[src/rtl/srp_pkg.sv]
// shared types, field widths, codes and helper functions of the shelf rectangle packer
// no dependencies; imported by every module of the block except srp_ram
package srp_pkg;

    // fixed packing constants
    localparam int GAP_PIXELS       = 1;
    localparam int MAX_SIDE_LOG2    = 13;
    localparam int UV_FRACTION_BITS = 16;
    localparam int ROOM_ROWS        = 32;

    // field widths
    localparam int MODE_W   = 2;
    localparam int DIM_W    = 14;
    localparam int STATUS_W = 3;
    localparam int POS_W    = 13;
    localparam int UV_W     = 17;
    localparam int SIDE_W   = 14;
    localparam int LOG2_W   = 4;
    localparam int USED_W   = 27;
    localparam int PAD_W    = 15;
    localparam int SUM_W    = 16;
    localparam int PROD_W   = 2 * DIM_W;
    localparam int FULL_W   = 32;

    localparam logic [LOG2_W-1:0] INIT_LOG2_RESET = 4'd10;
    localparam logic [USED_W-1:0] USED_MAX        = {USED_W{1'b1}};

    // item modes
    localparam logic [MODE_W-1:0] MODE_ALLOC  = 2'd0;
    localparam logic [MODE_W-1:0] MODE_CLEAR  = 2'd1;
    localparam logic [MODE_W-1:0] MODE_GROW   = 2'd2;
    localparam logic [MODE_W-1:0] MODE_REINIT = 2'd3;

    // result status codes
    localparam logic [STATUS_W-1:0] ST_OK           = 3'd0;
    localparam logic [STATUS_W-1:0] ST_ZERO_SIZE    = 3'd1;
    localparam logic [STATUS_W-1:0] ST_TOO_WIDE     = 3'd2;
    localparam logic [STATUS_W-1:0] ST_NO_ROOM      = 3'd3;
    localparam logic [STATUS_W-1:0] ST_TABLE_FULL   = 3'd4;
    localparam logic [STATUS_W-1:0] ST_GROW_REFUSED = 3'd5;

    // one shelf table entry
    typedef struct packed {
        logic [POS_W-1:0] top;
        logic [DIM_W-1:0] tall;
        logic [DIM_W-1:0] fill;
    } shelf_t;

    // controller to datapath
    typedef struct packed {
        logic load;
        logic decode;
        logic scan;
        logic open_shelf;
        logic accum;
        logic finish;
    } cmd_t;

    // datapath to controller
    typedef struct packed {
        logic alloc_go;
        logic have_shelves;
        logic hit;
        logic scan_last;
        logic new_ok;
        logic out_free;
    } stat_t;

    function automatic logic [SIDE_W-1:0] side_of(input logic [LOG2_W-1:0] lg);
        return SIDE_W'(1) << lg;
    endfunction

    // pixel coordinate to fixed-point texture coordinate, truncated
    function automatic logic [UV_W-1:0] to_uv(input logic [PAD_W-1:0] pix,
                                             input logic [LOG2_W-1:0] lg);
        logic [PAD_W+UV_FRACTION_BITS-1:0] wide;
        wide = {pix, {UV_FRACTION_BITS{1'b0}}} >> lg;
        return wide[UV_W-1:0];
    endfunction

endpackage

[src/rtl/srp_ctrl.sv]
// controller state machine of the shelf rectangle packer
// depends on srp_pkg for the command and status structs
module srp_ctrl import srp_pkg::*; (
    input  logic  clk,
    input  logic  rst_n,
    input  logic  in_valid,
    output logic  in_stall,
    input  stat_t stat,
    output cmd_t  cmd
);

    localparam logic [2:0] S_IDLE   = 3'd0;
    localparam logic [2:0] S_DECODE = 3'd1;
    localparam logic [2:0] S_SCAN   = 3'd2;
    localparam logic [2:0] S_NEW    = 3'd3;
    localparam logic [2:0] S_ACCUM  = 3'd4;
    localparam logic [2:0] S_FINISH = 3'd5;

    logic [2:0] state_reg;
    logic [2:0] state_next;

    always_comb
    begin
        cmd        = '0;
        state_next = state_reg;
        case (state_reg)
            S_IDLE:
            begin
                cmd.load = in_valid;
                if (in_valid)
                begin
                    state_next = S_DECODE;
                end
            end
            S_DECODE:
            begin
                cmd.decode = 1'b1;
                if (!stat.alloc_go)
                begin
                    state_next = S_FINISH;
                end
                else if (stat.have_shelves)
                begin
                    state_next = S_SCAN;
                end
                else
                begin
                    state_next = S_NEW;
                end
            end
            S_SCAN:
            begin
                cmd.scan = 1'b1;
                if (stat.hit)
                begin
                    state_next = S_ACCUM;
                end
                else if (stat.scan_last)
                begin
                    state_next = S_NEW;
                end
            end
            S_NEW:
            begin
                cmd.open_shelf = 1'b1;
                state_next     = stat.new_ok ? S_ACCUM : S_FINISH;
            end
            S_ACCUM:
            begin
                cmd.accum  = 1'b1;
                state_next = S_FINISH;
            end
            S_FINISH:
            begin
                cmd.finish = stat.out_free;
                if (stat.out_free)
                begin
                    state_next = S_IDLE;
                end
            end
            default:
            begin
                state_next = S_IDLE;
            end
        endcase
    end

    always_ff @(posedge clk or negedge rst_n)
    begin
        if (!rst_n)
        begin
            state_reg <= S_IDLE;
        end
        else
        begin
            state_reg <= state_next;
        end
    end

    assign in_stall = state_reg != S_IDLE;

endmodule

[config.mk]
export PLATFORM = sky130hd
export DESIGN_NAME = srp_ctrl
export DESIGN_NICKNAME = d
export VERILOG_FILES = /design/src/rtl/srp_pkg.sv /design/src/rtl/srp_ctrl.sv
export SDC_FILE = /design/constraint.sdc
export NUM_CORES = 1
export LEC_CHECK = 0
export ABC_AREA = 1
export BUFFER_PORTS_ARGS = -buffer_cell sky130_fd_sc_hd__buf_2
export CORE_AREA = 2 2 39 41
export DETAILED_ROUTE_END_ITERATION = 10
export DIE_AREA = 0 0 41 43
export HOLD_SLACK_MARGIN = 0.06
export SYNTH_ARGS = -nofsm -noshare
export SYNTH_HDL_FRONTEND = slang
export SYNTH_SLANG_ARGS = --single-unit
[constraint.sdc]
create_clock -name clk -period 2.84 [get_ports clk]
set_input_delay 0.142 -clock clk [delete_from_list [all_inputs] [get_ports clk]]
set_output_delay 0.142 -clock clk [all_outputs]
set_load 0.01 [all_outputs]
==> impl_metrics.toml <==
[synthesis]
synthesis.nets = 49
synth_fa_ha_area_frac = 0
yosys.area_share.simple = 0.487
ys_ff_latch = 3
synth_compound_area_frac = 0.0667
synth-seq-area-share = 0.308
syn-instance-count = 40
synth_area_per_cell_um2 = 6.10
synthMuxAreaShare = 0
synth_xor_area_frac = 0
synth_top_family_by_area = "simple AND/OR/NAND/NOR gates"
synth.distinct_cells = 13
syn_area_um2 = 244
ys.warnings.count = 0

[worst_setup_path]
cp_cell_sequence = "inv_1 > nor4_1 > buf_2"
cp_slowest_cell = "dfrtp_1"
worst-setup-path-type = "reg2out"
max_stage_delay_ns = 0.42
ff2ff_setup_slack_ns = 1.77
end_kind = "output port"
critPathMaxFanout = 6
worst_ep_required_time_ns = 2.70
r2r-end = "state_reg[0]"
reg2reg_from = "state_reg[1]"
crit_family = "flip-flops"
cp-start-kind = "register"
worstPathArrival_ns = 1.16
worstRegToRegCells = 6
cp.depth = 3
cp_num_buf_inv = 2

[clocking]
clk-insertion-delay-late_ns = 0.23
clkTransAtPathRegs_ns = 0.04
post_cts_resized = 0
numCtsBuffers = 3
cts_hold_buf = 1
cts_root_buf = "clkbuf_4"
post_cts_buffers = 0
cts_tree = "done"
htree_levels = 1
cts.sinks = 3
cts_buffer_depth = 2

[floorplan]
core_mm2 = 0.00138
die_x_um = 41
ios = 16
die_area_mm2 = 0.00176
initial_core_util = 0.176
placementRows = 14
die_h_um = 43

[placement]
io_buffers = 15
post-place-ws_ns = 1.77
gp_congestion = 0.801
dpl.hpwl_um = 539

[routing]
drt_first_iter_violations = 4
avgViaCountPerCell = 4.03
vias = 306
wl_per_cell_um = 8.66
ant_nets = 0
dr.pass1.iters = 2
drt-total-wl_um = 658
drc = 0

[timing]
maxSlewHeadroom = 0.813
rsz0062_at_grt = "false"
max_clock_freq_ghz = 0.768
postLayoutSetupSlackWorst_ns = 1.54
fin_tns_setup_ns = 0
setup_viol = 0
hold_viol = 0
skew_ns = 0.000261
finalCritPeriodShare = 0.458
worst_slew_pin_slew_ns = 0.278
period_needed_ns = 1.30
final_max_slew_viol_count = 0

[layout]
ff_latch_area_um2 = 75.1
antenna_cells = 0
syn2layout_area_growth_pct = 53.8
multi_input_area_um2 = 135
fin_nets = 70
largest_reg_flops = 3
fill_cells = 161
layout-drive-gt1-share = 0.367

[grt]
antenna_found_initial = 0
first_global_vias = 311
grt_start_max_net_pins = 7
track_usage = 0.103
grt_pass1_wl_um = 1160
overflow = 0

[pwr]
pwr_density_cell_mw_per_mm2 = 989
peakVddDrop_v = 0.000263
cellLeakagePower_nw = 0.234

[min_path]
hold_end = "state_reg[1]"
hold_start = "stat[3]"
whs_path_depth = 2
hold_class = "in2reg"

[run]
maxCapViolCount = 0

[run_status]
status = "completed"
-- layout make-up --
class,instances,share of cell area
inverter,9,0.0900
multi-input combinational,28,0.360
tap,16,0.0533
timing repair buffer,16,0.227
sequential,3,0.200
clock buffer,4,0.0700
-- per-layer routing --
layer / part of all wire / vias to the layer above / GRT usage
li1: - / 166 / -
met1: 0.46 / 132 / 0.116
met2: 0.48 / 8 / 0.141
met3: 0.052 / 0 / 0.0314
met4: 0 / 0 / 0.100
met5: 0 / - / 0
-- cells in the mapped netlist --
library cell	n	area [µm²]
nor2_1	9	33.8
nor4_1	1	6.26
nand3_1	2	10.0
nand2_1	7	26.3
dfrtp_1	3	75.1
nand3_2	2	20.0
inv_1	8	30.0
nand4_1	1	6.26
o22ai_1	1	6.26
a21oi_1	2	10.0
nor3_1	2	10.0
or2_2	1	6.26
inv_2	1	3.75
-- layout by cell type (no fill, tap or decap) --
cell / netlist / layout
nor4_1: 1 / 1
nor3_1: 2 / 2
or2_2: 1 / 1
nand3_2: 2 / 2
dlygate4sd3_1: 0 / 1
nand2_1: 7 / 7
inv_2: 1 / 1
nor2_1: 9 / 9
clkbuf_1: 0 / 1
nand4_1: 1 / 1
a21oi_1: 2 / 2
dfrtp_1: 3 / 3
buf_2: 0 / 15
nand3_1: 2 / 2
inv_1: 8 / 8
o22ai_1: 1 / 1
clkbuf_4: 0 / 3
-- kinds of logic (layout without fill, tap and decap cells) --
| family | Yosys count | after routing |
|---|---|---|
| DFF | 3 | 3 |
| buffers and inverters | 9 | 29 |
| and+or+nand+nor | 25 | 25 |
| AOI/OAI and AO/OA | 3 | 3 |
-- per-stage QoR --
stage                     std cells  instance area [µm²]  hold WS, ns   util  power (mW)
final                            76                  375        0.165  0.271       0.371
after detailed placement         71                  339      -0.0590  0.245       0.296
after global placement           71                  339      -0.0597  0.245       0.293
after CTS                        76                  375        0.157  0.271       0.379
after floorplan                  40                  244       -0.154      -       0.227
after global routing             76                  375        0.171  0.271       0.410
-- worst max path at each step --
stage	start	endpoint	slack (ns)
2_1_floorplan	state_reg[0]	cmd[0]	1.78
3_3_place_gp	state_reg[0]	cmd[0]	1.74
3_5_place_dp	state_reg[1]	state_reg[0]	1.77
4_1_cts	state_reg[0]	cmd[0]	1.52
5_1_grt	state_reg[0]	cmd[0]	1.43
6_report	state_reg[0]	cmd[0]	1.54
-- power breakdown --
part | internal [mW] | switching [mW] | total, mW
Clock | 0.0527 | 0.0230 | 0.0757
Sequential | 0.0642 | 0.0277 | 0.0919
Combinational | 0.0777 | 0.126 | 0.203
No activity file was read; power rests on OpenSTA's default activity.
